===== src/design/fpet_pkg.sv =====
// ---------------------------------------------------------------------------
// fpet_pkg
// types, constants and codes of the fixed point escape time iterator
// ---------------------------------------------------------------------------
package fpet_pkg;

    localparam int FRAC_BITS     = 16;
    localparam int WORD_BITS     = 32;
    localparam int IN_BITS       = 32;
    localparam int CNT_BITS      = 12;
    localparam int MODE_BITS     = 3;
    localparam int POW_BITS      = 4;
    localparam int CFG_IDX_BITS  = 2;
    localparam int CFG_DATA_BITS = 12;
    localparam int SAVE_BITS     = CNT_BITS + 1;

    typedef logic signed [WORD_BITS-1:0] word_t;

    localparam word_t ESCAPE_LIMIT = word_t'(64'sd4 <<< FRAC_BITS);
    localparam word_t PHOENIX_COEF = word_t'(-(64'sd1 <<< (FRAC_BITS - 1)));

    localparam logic [MODE_BITS-1:0] MODE_RESET  = '0;
    localparam logic [CNT_BITS-1:0]  LIMIT_RESET = CNT_BITS'(256);
    localparam logic [POW_BITS-1:0]  POWER_RESET = POW_BITS'(3);

    typedef enum logic [MODE_BITS-1:0] {
        MODE_PLAIN,
        MODE_SHIP,
        MODE_TRICORN,
        MODE_MULTI,
        MODE_PHOENIX
    } mode_t;

    typedef enum logic [CFG_IDX_BITS-1:0] {
        REG_MODE,
        REG_LIMIT,
        REG_POWER
    } cfg_reg_t;

    typedef enum logic [3:0] {
        ST_IDLE,
        ST_RR,
        ST_II,
        ST_X,
        ST_M1,
        ST_M2,
        ST_M3,
        ST_M4,
        ST_P1,
        ST_P2,
        ST_UPD,
        ST_CYC,
        ST_DONE
    } state_t;

    typedef struct packed {
        logic [MODE_BITS-1:0] mode;
        logic [CNT_BITS-1:0]  limit;
        logic [POW_BITS-1:0]  power;
    } cfg_t;

    typedef struct packed {
        logic                done;
        logic [CNT_BITS-1:0] count;
    } result_t;

endpackage


===== src/design/fpet_mul.sv =====
// ---------------------------------------------------------------------------
// fpet_mul
// shared fixed point multiplier, floor(a*b / 2^FRAC_BITS) with wrap
// ---------------------------------------------------------------------------
module fpet_mul
(
    input  fpet_pkg::word_t a,
    input  fpet_pkg::word_t b,
    output fpet_pkg::word_t p
);

    logic signed [2*fpet_pkg::WORD_BITS-1:0] full;

    assign full = (2*fpet_pkg::WORD_BITS)'(a) * (2*fpet_pkg::WORD_BITS)'(b);
    assign p    = fpet_pkg::word_t'(full[fpet_pkg::FRAC_BITS +: fpet_pkg::WORD_BITS]);

endmodule


===== src/design/fpet_core.sv =====
// ---------------------------------------------------------------------------
// fpet_core
// iteration sequencer and state registers around the shared multiplier
// ---------------------------------------------------------------------------
module fpet_core
(
    input  logic                              clk,
    input  logic                              rst_n,
    input  logic                              start,
    input  logic signed [fpet_pkg::IN_BITS-1:0] start_re,
    input  logic signed [fpet_pkg::IN_BITS-1:0] start_im,
    input  logic signed [fpet_pkg::IN_BITS-1:0] const_re,
    input  logic signed [fpet_pkg::IN_BITS-1:0] const_im,
    input  fpet_pkg::cfg_t                    cfg,
    input  logic                              out_free,
    output logic                              busy,
    output fpet_pkg::result_t                 result
);

    fpet_pkg::state_t state_reg, state_next;
    fpet_pkg::mode_t  mode_reg, mode_next;

    fpet_pkg::word_t zr_reg, zr_next, zi_reg, zi_next;
    fpet_pkg::word_t cr_reg, cr_next, ci_reg, ci_next;
    fpet_pkg::word_t pr_reg, pr_next, pi_reg, pi_next;
    fpet_pkg::word_t sr_reg, sr_next, si_reg, si_next;
    fpet_pkg::word_t spr_reg, spr_next, spi_reg, spi_next;
    fpet_pkg::word_t rr_reg, rr_next, ii_reg, ii_next, xx_reg, xx_next;
    fpet_pkg::word_t wr_reg, wr_next, wi_reg, wi_next;
    fpet_pkg::word_t ta_reg, ta_next, tb_reg, tb_next, tc_reg, tc_next;

    logic [fpet_pkg::CNT_BITS-1:0]  i_reg, i_next;
    logic [fpet_pkg::CNT_BITS-1:0]  limit_reg, limit_next;
    logic [fpet_pkg::CNT_BITS-1:0]  res_reg, res_next;
    logic [fpet_pkg::SAVE_BITS-1:0] save_reg, save_next;
    logic [fpet_pkg::POW_BITS-1:0]  k_reg, k_next;
    logic [fpet_pkg::POW_BITS-1:0]  power_reg, power_next;

    fpet_pkg::word_t mul_a, mul_b, prod;
    fpet_pkg::word_t mag_sum, xm, nr, ni;
    logic [fpet_pkg::CNT_BITS:0]    i_inc;
    logic [fpet_pkg::POW_BITS:0]    k_inc;
    logic                           match;

    fpet_mul u_mul
    (
        .a (mul_a),
        .b (mul_b),
        .p (prod)
    );

    always_comb
    begin
        unique case (state_reg)
            fpet_pkg::ST_RR:
            begin
                mul_a = zr_reg;
                mul_b = zr_reg;
            end
            fpet_pkg::ST_II:
            begin
                mul_a = zi_reg;
                mul_b = zi_reg;
            end
            fpet_pkg::ST_X:
            begin
                mul_a = zr_reg;
                mul_b = zi_reg;
            end
            fpet_pkg::ST_M1:
            begin
                mul_a = wr_reg;
                mul_b = zr_reg;
            end
            fpet_pkg::ST_M2:
            begin
                mul_a = wi_reg;
                mul_b = zi_reg;
            end
            fpet_pkg::ST_M3:
            begin
                mul_a = wr_reg;
                mul_b = zi_reg;
            end
            fpet_pkg::ST_M4:
            begin
                mul_a = wi_reg;
                mul_b = zr_reg;
            end
            fpet_pkg::ST_P1:
            begin
                mul_a = fpet_pkg::PHOENIX_COEF;
                mul_b = pr_reg;
            end
            fpet_pkg::ST_P2:
            begin
                mul_a = fpet_pkg::PHOENIX_COEF;
                mul_b = pi_reg;
            end
            default:
            begin
                mul_a = zr_reg;
                mul_b = zr_reg;
            end
        endcase
    end

    // next state and datapath
    always_comb
    begin
        state_next = state_reg;
        mode_next  = mode_reg;
        zr_next    = zr_reg;
        zi_next    = zi_reg;
        cr_next    = cr_reg;
        ci_next    = ci_reg;
        pr_next    = pr_reg;
        pi_next    = pi_reg;
        sr_next    = sr_reg;
        si_next    = si_reg;
        spr_next   = spr_reg;
        spi_next   = spi_reg;
        rr_next    = rr_reg;
        ii_next    = ii_reg;
        xx_next    = xx_reg;
        wr_next    = wr_reg;
        wi_next    = wi_reg;
        ta_next    = ta_reg;
        tb_next    = tb_reg;
        tc_next    = tc_reg;
        i_next     = i_reg;
        limit_next = limit_reg;
        res_next   = res_reg;
        save_next  = save_reg;
        k_next     = k_reg;
        power_next = power_reg;

        mag_sum = rr_reg + ii_reg;
        i_inc   = {1'b0, i_reg} + 1'b1;
        k_inc   = {1'b0, k_reg} + 1'b1;
        match   = (zr_reg == sr_reg) && (zi_reg == si_reg)
                  && (pr_reg == spr_reg) && (pi_reg == spi_reg);

        xm = xx_reg;
        if (mode_reg == fpet_pkg::MODE_SHIP && xx_reg < 0)
        begin
            xm = -xx_reg;
        end
        else if (mode_reg == fpet_pkg::MODE_TRICORN)
        begin
            xm = -xx_reg;
        end
        nr = rr_reg - ii_reg + cr_reg;
        ni = xm + xm + ci_reg;

        unique case (state_reg)
            fpet_pkg::ST_IDLE:
            begin
                if (start)
                begin
                    zr_next    = fpet_pkg::word_t'(start_re);
                    zi_next    = fpet_pkg::word_t'(start_im);
                    cr_next    = fpet_pkg::word_t'(const_re);
                    ci_next    = fpet_pkg::word_t'(const_im);
                    pr_next    = '0;
                    pi_next    = '0;
                    sr_next    = fpet_pkg::word_t'(start_re);
                    si_next    = fpet_pkg::word_t'(start_im);
                    spr_next   = '0;
                    spi_next   = '0;
                    i_next     = '0;
                    save_next  = fpet_pkg::SAVE_BITS'(1);
                    limit_next = cfg.limit;
                    power_next = cfg.power;
                    mode_next  = (cfg.mode > fpet_pkg::MODE_PHOENIX) ? fpet_pkg::MODE_PLAIN
                                                                     : fpet_pkg::mode_t'(cfg.mode);
                    if (cfg.limit == '0)
                    begin
                        res_next   = '0;
                        state_next = fpet_pkg::ST_DONE;
                    end
                    else
                    begin
                        state_next = fpet_pkg::ST_RR;
                    end
                end
            end
            fpet_pkg::ST_RR:
            begin
                rr_next    = prod;
                state_next = fpet_pkg::ST_II;
            end
            fpet_pkg::ST_II:
            begin
                ii_next    = prod;
                state_next = fpet_pkg::ST_X;
            end
            fpet_pkg::ST_X:
            begin
                xx_next = prod;
                wr_next = zr_reg;
                wi_next = zi_reg;
                k_next  = fpet_pkg::POW_BITS'(1);
                if (mag_sum > fpet_pkg::ESCAPE_LIMIT)
                begin
                    res_next   = i_reg;
                    state_next = fpet_pkg::ST_DONE;
                end
                else if (mode_reg == fpet_pkg::MODE_MULTI)
                begin
                    state_next = (power_reg > fpet_pkg::POW_BITS'(1)) ? fpet_pkg::ST_M1
                                                                      : fpet_pkg::ST_UPD;
                end
                else if (mode_reg == fpet_pkg::MODE_PHOENIX)
                begin
                    state_next = fpet_pkg::ST_P1;
                end
                else
                begin
                    state_next = fpet_pkg::ST_UPD;
                end
            end
            fpet_pkg::ST_M1:
            begin
                ta_next    = prod;
                state_next = fpet_pkg::ST_M2;
            end
            fpet_pkg::ST_M2:
            begin
                tb_next    = prod;
                state_next = fpet_pkg::ST_M3;
            end
            fpet_pkg::ST_M3:
            begin
                tc_next    = prod;
                state_next = fpet_pkg::ST_M4;
            end
            fpet_pkg::ST_M4:
            begin
                wr_next    = ta_reg - tb_reg;
                wi_next    = tc_reg + prod;
                k_next     = k_inc[fpet_pkg::POW_BITS-1:0];
                state_next = (k_inc < {1'b0, power_reg}) ? fpet_pkg::ST_M1 : fpet_pkg::ST_UPD;
            end
            fpet_pkg::ST_P1:
            begin
                ta_next    = prod;
                state_next = fpet_pkg::ST_P2;
            end
            fpet_pkg::ST_P2:
            begin
                tb_next    = prod;
                state_next = fpet_pkg::ST_UPD;
            end
            fpet_pkg::ST_UPD:
            begin
                unique case (mode_reg)
                    fpet_pkg::MODE_MULTI:
                    begin
                        zr_next = wr_reg + cr_reg;
                        zi_next = wi_reg + ci_reg;
                    end
                    fpet_pkg::MODE_PHOENIX:
                    begin
                        zr_next = nr + ta_reg;
                        zi_next = ni + tb_reg;
                        pr_next = zr_reg;
                        pi_next = zi_reg;
                    end
                    default:
                    begin
                        zr_next = nr;
                        zi_next = ni;
                    end
                endcase
                state_next = fpet_pkg::ST_CYC;
            end
            fpet_pkg::ST_CYC:
            begin
                if (match)
                begin
                    res_next   = limit_reg;
                    state_next = fpet_pkg::ST_DONE;
                end
                else
                begin
                    i_next = i_inc[fpet_pkg::CNT_BITS-1:0];
                    if (i_inc == save_reg)
                    begin
                        sr_next   = zr_reg;
                        si_next   = zi_reg;
                        spr_next  = pr_reg;
                        spi_next  = pi_reg;
                        save_next = save_reg << 1;
                    end
                    if (i_inc == {1'b0, limit_reg})
                    begin
                        res_next   = limit_reg;
                        state_next = fpet_pkg::ST_DONE;
                    end
                    else
                    begin
                        state_next = fpet_pkg::ST_RR;
                    end
                end
            end
            fpet_pkg::ST_DONE:
            begin
                if (out_free)
                begin
                    state_next = fpet_pkg::ST_IDLE;
                end
            end
            default:
            begin
                state_next = fpet_pkg::ST_IDLE;
            end
        endcase
    end

    always_ff @(posedge clk or negedge rst_n)
    begin
        if (!rst_n)
        begin
            state_reg <= fpet_pkg::ST_IDLE;
        end
        else
        begin
            state_reg <= state_next;
        end
    end

    always_ff @(posedge clk)
    begin
        mode_reg  <= mode_next;
        zr_reg    <= zr_next;
        zi_reg    <= zi_next;
        cr_reg    <= cr_next;
        ci_reg    <= ci_next;
        pr_reg    <= pr_next;
        pi_reg    <= pi_next;
        sr_reg    <= sr_next;
        si_reg    <= si_next;
        spr_reg   <= spr_next;
        spi_reg   <= spi_next;
        rr_reg    <= rr_next;
        ii_reg    <= ii_next;
        xx_reg    <= xx_next;
        wr_reg    <= wr_next;
        wi_reg    <= wi_next;
        ta_reg    <= ta_next;
        tb_reg    <= tb_next;
        tc_reg    <= tc_next;
        i_reg     <= i_next;
        limit_reg <= limit_next;
        res_reg   <= res_next;
        save_reg  <= save_next;
        k_reg     <= k_next;
        power_reg <= power_next;
    end

    assign busy         = (state_reg != fpet_pkg::ST_IDLE);
    assign result.done  = (state_reg == fpet_pkg::ST_DONE);
    assign result.count = res_reg;

endmodule


===== src/design/fixed_point_escape_time_iterator.sv =====
// ---------------------------------------------------------------------------
// fixed_point_escape_time_iterator
// escape time count of one point in signed 16.16 fixed point
// ---------------------------------------------------------------------------
// channel   direction  handshake          payload
// in        input      in_valid/in_stall  start_re, start_im, const_re, const_im
// out       output     out_valid/out_stall iteration_count
// cfg       input      cfg_we             cfg_index, cfg_data
//
// one shared 32x32 multiplier sets the pace: an iteration runs RR, II, X,
// UPD and CYC, phoenix mode adds P1 and P2, multibrot mode with power 2 or
// more adds M1 to M4 per power above 1; an escaping iteration ends after X.
// reset clears the sequencer, the output valid and the config registers.
// in_stall stays high from acceptance until the result moves to the output
// register; a waiting result there does not block the next one.
// ---------------------------------------------------------------------------
module fixed_point_escape_time_iterator
(
    input  logic                                   clk,
    input  logic                                   rst_n,
    input  logic                                   in_valid,
    output logic                                   in_stall,
    input  logic signed [fpet_pkg::IN_BITS-1:0]    start_re,
    input  logic signed [fpet_pkg::IN_BITS-1:0]    start_im,
    input  logic signed [fpet_pkg::IN_BITS-1:0]    const_re,
    input  logic signed [fpet_pkg::IN_BITS-1:0]    const_im,
    output logic                                   out_valid,
    input  logic                                   out_stall,
    output logic [fpet_pkg::CNT_BITS-1:0]          iteration_count,
    input  logic                                   cfg_we,
    input  logic [fpet_pkg::CFG_IDX_BITS-1:0]      cfg_index,
    input  logic [fpet_pkg::CFG_DATA_BITS-1:0]     cfg_data
);

    fpet_pkg::cfg_t    cfg_reg;
    fpet_pkg::result_t result;
    logic              busy;
    logic              out_free;
    logic              out_valid_reg;
    logic [fpet_pkg::CNT_BITS-1:0] count_reg;

    always_ff @(posedge clk or negedge rst_n)
    begin
        if (!rst_n)
        begin
            cfg_reg.mode  <= fpet_pkg::MODE_RESET;
            cfg_reg.limit <= fpet_pkg::LIMIT_RESET;
            cfg_reg.power <= fpet_pkg::POWER_RESET;
        end
        else if (cfg_we)
        begin
            unique case (cfg_index)
                fpet_pkg::REG_MODE:
                begin
                    cfg_reg.mode <= cfg_data[fpet_pkg::MODE_BITS-1:0];
                end
                fpet_pkg::REG_LIMIT:
                begin
                    cfg_reg.limit <= cfg_data[fpet_pkg::CNT_BITS-1:0];
                end
                fpet_pkg::REG_POWER:
                begin
                    cfg_reg.power <= cfg_data[fpet_pkg::POW_BITS-1:0];
                end
                default:
                begin
                    cfg_reg <= cfg_reg;
                end
            endcase
        end
    end

    assign in_stall = busy;
    assign out_free = !out_valid_reg || !out_stall;

    fpet_core u_core
    (
        .clk      (clk),
        .rst_n    (rst_n),
        .start    (in_valid && !busy),
        .start_re (start_re),
        .start_im (start_im),
        .const_re (const_re),
        .const_im (const_im),
        .cfg      (cfg_reg),
        .out_free (out_free),
        .busy     (busy),
        .result   (result)
    );

    // output register
    always_ff @(posedge clk or negedge rst_n)
    begin
        if (!rst_n)
        begin
            out_valid_reg <= 1'b0;
        end
        else if (result.done && out_free)
        begin
            out_valid_reg <= 1'b1;
        end
        else if (out_valid_reg && !out_stall)
        begin
            out_valid_reg <= 1'b0;
        end
    end

    always_ff @(posedge clk)
    begin
        if (result.done && out_free)
        begin
            count_reg <= result.count;
        end
    end

    assign out_valid       = out_valid_reg;
    assign iteration_count = count_reg;

endmodule


===== config.mk =====
export PLATFORM = sky130hd
export DESIGN_NAME = fixed_point_escape_time_iterator
export DESIGN_NICKNAME = d
export VERILOG_FILES = /design/src/design/fpet_pkg.sv /design/src/design/fpet_mul.sv /design/src/design/fpet_core.sv /design/src/design/fixed_point_escape_time_iterator.sv
export SDC_FILE = /design/constraint.sdc
export NUM_CORES = 2
export LEC_CHECK = 0
export CAP_MARGIN = 20
export CORE_UTILIZATION = 55
export DETAILED_ROUTE_END_ITERATION = 8
export DONT_BUFFER_PORTS = 1
export PLACE_DENSITY_LB_ADDON = 0.15
export SLEW_MARGIN = 20
export SYNTH_ARGS = -nofsm -noshare
export SYNTH_HDL_FRONTEND = slang
export SYNTH_HIERARCHICAL = 1
export SYNTH_SLANG_ARGS = --single-unit

===== constraint.sdc =====
create_clock -name clk -period 10.48 [get_ports clk]
set_input_delay 2.096 -clock clk [delete_from_list [all_inputs] [get_ports clk]]
set_output_delay 2.096 -clock clk [all_outputs]
set_load 0.05 [all_outputs]

==> results_tabular.tex <==
\begin{tabular}{lr}
\hline
Metric & Value \\
\hline
\multicolumn{2}{l}{\textbf{Clock network}} \\
Number of buffers added to fix hold violations after cts & 0 \\
Clk root buf & sky130\_fd\_sc\_hd\_\_clkbuf\_16 \\
Max H-tree Level & 3 \\
Max Root-Sink Buffers & 3 \\
TritonCTS clock tree & yes \\
Source-to-sink clock delay at the later pin of the worst-skew pair & 0.70 ns \\
Number of clock sinks & 672 \\
Clock-pin transition on the worst setup and hold timing paths & 0.06 ns \\
Number of buffers added by the clock tree synthesis step & 74 \\
\multicolumn{2}{l}{\textbf{GRT}} \\
Met1 Use GR & 53.2\% \\
Met2 track utilization from global routing & 52.7\% \\
Most used routing layer in global routing & met1 \\
Initial antenna violation count & 17 \\
Maximum number of pins on one net before global-route repair & 82 \\
Met3 Usage GRT & between 7 and 8\% \\
Via count of the first global-routing pass & roughly 56k \\
Residual overflow from global routing & 0 \\
All-layer global routing usage & 35.9\% \\
Global-route wire length before repair & 351,000 um \\
\multicolumn{2}{l}{\textbf{STA}} \\
Final number of hold-violating endpoints & 0 \\
Shortest period the worst path allows & 10.75 ns \\
Count of final max-slew check failures & 0 \\
Remaining max-slew budget at the tightest pin & roughly 4.2\% \\
Final count of negative-setup-slack endpoints & 4 \\
Transition at the pin with the smallest max-transition slack & 1.44 ns \\
Final period util & 103\% \\
Layout Skew & 0.0417 ns \\
RSZ-0062 raised after global routing & true \\
Fin worst setup slack & -0.270 ns \\
Fmax & 93.0 MHz \\
\multicolumn{2}{l}{\textbf{Synth}} \\
Distinct cell type count after synthesis & 105 \\
Cells taking the most area after synthesis & sky130\_fd\_sc\_hd\_\_edfxtp\_1 (27\%), sky130\_fd\_sc\_hd\_\_fa\_1 (24\%), sky130\_fd\_sc\_hd\_\_ha\_1 (7.9\%) \\
Post-Synthesis Mean Instance Area & slightly below 10 um\^{}2 \\
Portion of the post-synthesis area used by sequential elements & between 20\% and 30\% \\
Number of nets produced by synthesis & about 8.8k \\
Post-synthesis instance total & between 7k and 8k \\
Synthesized area & 72,200 um\^{}2 \\
Cell with the most instances after synthesis & sky130\_fd\_sc\_hd\_\_inv\_1 \\
FFs w/ async S/R, synth & 3.57\% \\
EDFF count, synth & about 650 \\
Dominant register cell in the synthesized netlist & sky130\_fd\_sc\_hd\_\_edfxtp\_1 \\
Area share of the largest cell type after synthesis & $\sim$27\% \\
Number of synthesized register bits & 672 \\
Commonest cells in the synthesized netlist & sky130\_fd\_sc\_hd\_\_inv\_1 (1,023), sky130\_fd\_sc\_hd\_\_nand2\_1 (938), sky130\_fd\_sc\_hd\_\_fa\_1 (877) \\
Post-synthesis cell type with the largest combined area & sky130\_fd\_sc\_hd\_\_edfxtp\_1 \\
Count of warnings emitted by yosys & 6 \\
\multicolumn{2}{l}{\textbf{Routing}} \\
Vias after detailed routing & 56.6k \\
DR vias/cell & 5.93 \\
Post-Route WL & 237,000 um \\
Count of nets left with antenna violations after detail routing & 0 \\
DR pass1 iterations & 9 \\
Wire length per cell after detailed routing & about 25 um \\
Iteration-0 DRC Markers & 6,419 \\
DRC violations left & 1 \\
\multicolumn{2}{l}{\textbf{Floorplanning}} \\
Total Die Area & 133,000 um\^{}2 \\
Core Footprint & $\sim$130,000 um\^{}2 \\
Number of primary I/O pins & 161 \\
Effective utilization at floorplan & 55.6\% \\
Die height & 364 um \\
Floorplan row count & 132 \\
Die extent in x & between 300 and 400 um \\
\multicolumn{2}{l}{\textbf{Worst setup path}} \\
Slowest cell on crit path & sky130\_fd\_sc\_hd\_\_a222oi\_1 \\
Most common cell on crit path & sky130\_fd\_sc\_hd\_\_fa\_1 \\
Critical Setup Path Class & flop to flop \\
R2R Setup Slk & -0.27 ns \\
Worst path arrival time & 11.15 ns \\
Worst stage delay on the critical path & 0.67 ns \\
Element type at the critical path end & flop \\
Worst path required time & around 11 ns \\
Startpoint type of the worst setup path & flop \\
Peak fanout along the critical path & 8 \\
\multicolumn{2}{l}{\textbf{Finish}} \\
Final net count & between 9k and 10k \\
Non-filler cells in the finished layout & 9,547 \\
Final design instance area without fill & between 80,000 and 90,000 um\^{}2 \\
Layout cell share with drive strength beyond 1 & 12.3\% \\
Layout-stage area growth over the synthesis result & 14.4\% \\
\multicolumn{2}{l}{\textbf{Placed design}} \\
Global placement routability congestion & 1.00 \\
IO buf count & 0 \\
Number of instances in the placed design & roughly 9.4k \\
Total cell area at the placement stage & 79,000 um\^{}2 \\
Post-place setup slack & -0.403 ns \\
Dpl hpwl & about 200,000 um \\
\multicolumn{2}{l}{\textbf{Outcome}} \\
Violations in the final reports & DRC, setup timing \\
Result of the run & finished with violations \\
\multicolumn{2}{l}{\textbf{Worst hold path}} \\
Kind of path behind the tightest hold check & flop to flop \\
\multicolumn{2}{l}{\textbf{Job}} \\
Count of max-cap constraint violations & 0 \\
\hline
\end{tabular}
-- worst max-delay path, delay by kind of cell, from the launching register on --
family                     cells  cell delay [ns]
and+or+nand+nor                7             1.25
AOI/OAI and AO/OA             14             2.93
adders and majority gates     10             4.49
xor gates and xnor gates       3             0.54
DFF                            1             0.45
buffers and inverters          6             0.79
-- metrics by stage --
| stage | hold slack (ns) | util, % | setup TNS (ns) |
|---|---|---|---|
| after detailed placement | 0.411 | 60.8 | -1.51 |
| after CTS | 0.426 | 62.9 | -0.402 |
| final | 0.424 | 63.6 | -0.705 |
| after global routing | 0.433 | 63.6 | -3.23 |
| after global placement | 0.402 | 60.8 | -0.718 |
| after floorplan | 0.400 | - | 0 |
-- cell type report --
| type | instances | area (um^2) |
|---|---|---|
| Inverter | 1024 | 3840 |
| Multi-Input combinational cell | 5350 | 48100 |
| Timing Repair Buffer | 618 | 5780 |
| Clock inverter | 48 | 741 |
| Sequential cell | 672 | 20100 |
| Clock buffer | 86 | 1920 |
| Tap cell | 1742 | 2180 |
| Antenna cell | 7 | 17.5 |
| Fill cell | 10742 | 47400 |
-- layout by cell type (no fill, tap or decap), drive strengths merged, types with 50 or more instances in the layout --
| cell type | n |
|---|---|
| xnor2 | 276 |
| a21oi | 338 |
| xor2 | 215 |
| nor3 | 59 |
| and2 | 623 |
| fa | 877 |
| nor2 | 310 |
| nand3 | 67 |
| edfxtp | 648 |
| ha | 455 |
| nand4 | 50 |
| nand2 | 939 |
| a21o | 128 |
| clkbuf | 89 |
| inv | 1026 |
| buf | 615 |
| o21ai | 248 |
-- repair_timing --
action                                  4_1_cts  5_1_grt
pin swaps                                    19       78
endpoints found under the setup margin       12       19
setup buffers                                 3       22
gates cloned                                  0        3
gates resized for setup                      29      125
-- path summary, 6_finish.rpt --
| path | start | to | cells past startpoint |
|---|---|---|---|
| setup / recovery | u_core/state_reg[0] | u_core/wi_reg[30] | 40 |
| hold / removal | u_core/res_reg[7] | iteration_count[7] | 0 |
| setup reg to reg | u_core/state_reg[0] | u_core/wi_reg[30] | 40 |
| hold reg to reg | u_core/res_reg[7] | iteration_count[7] | 0 |
| max in group asynchronous | rst_n | cfg_reg[0] | 0 |
| min in group asynchronous | rst_n | cfg_reg[8] | 0 |
-- metal layers --
layer  vias to the layer above  wire, um
met2                      2899    101000
met1                     28117     99100
met3                       426     27300
met5                         -       205
met4                        30      9340
li1                      25102         -
-- kinds of logic (layout without fill, tap and decap cells) --
family	Yosys count	in the layout	share of synthesized area, %
AO/OA/AOI/OAI	1191	1191	10.9
XOR/XNOR	492	492	5.98
adder cells (fa/ha/maj)	1332	1332	32.2
buffers and inverters	1321	1776	6.89
flip-flops	672	672	27.8
multiplexers	61	61	0.934
other	0	7	0
AND/OR/NAND/NOR	2274	2274	15.3
Power is left out: the tool's default activity adds up to more than one toggle a clock period on the data nets, which glitch-free logic cannot reach.
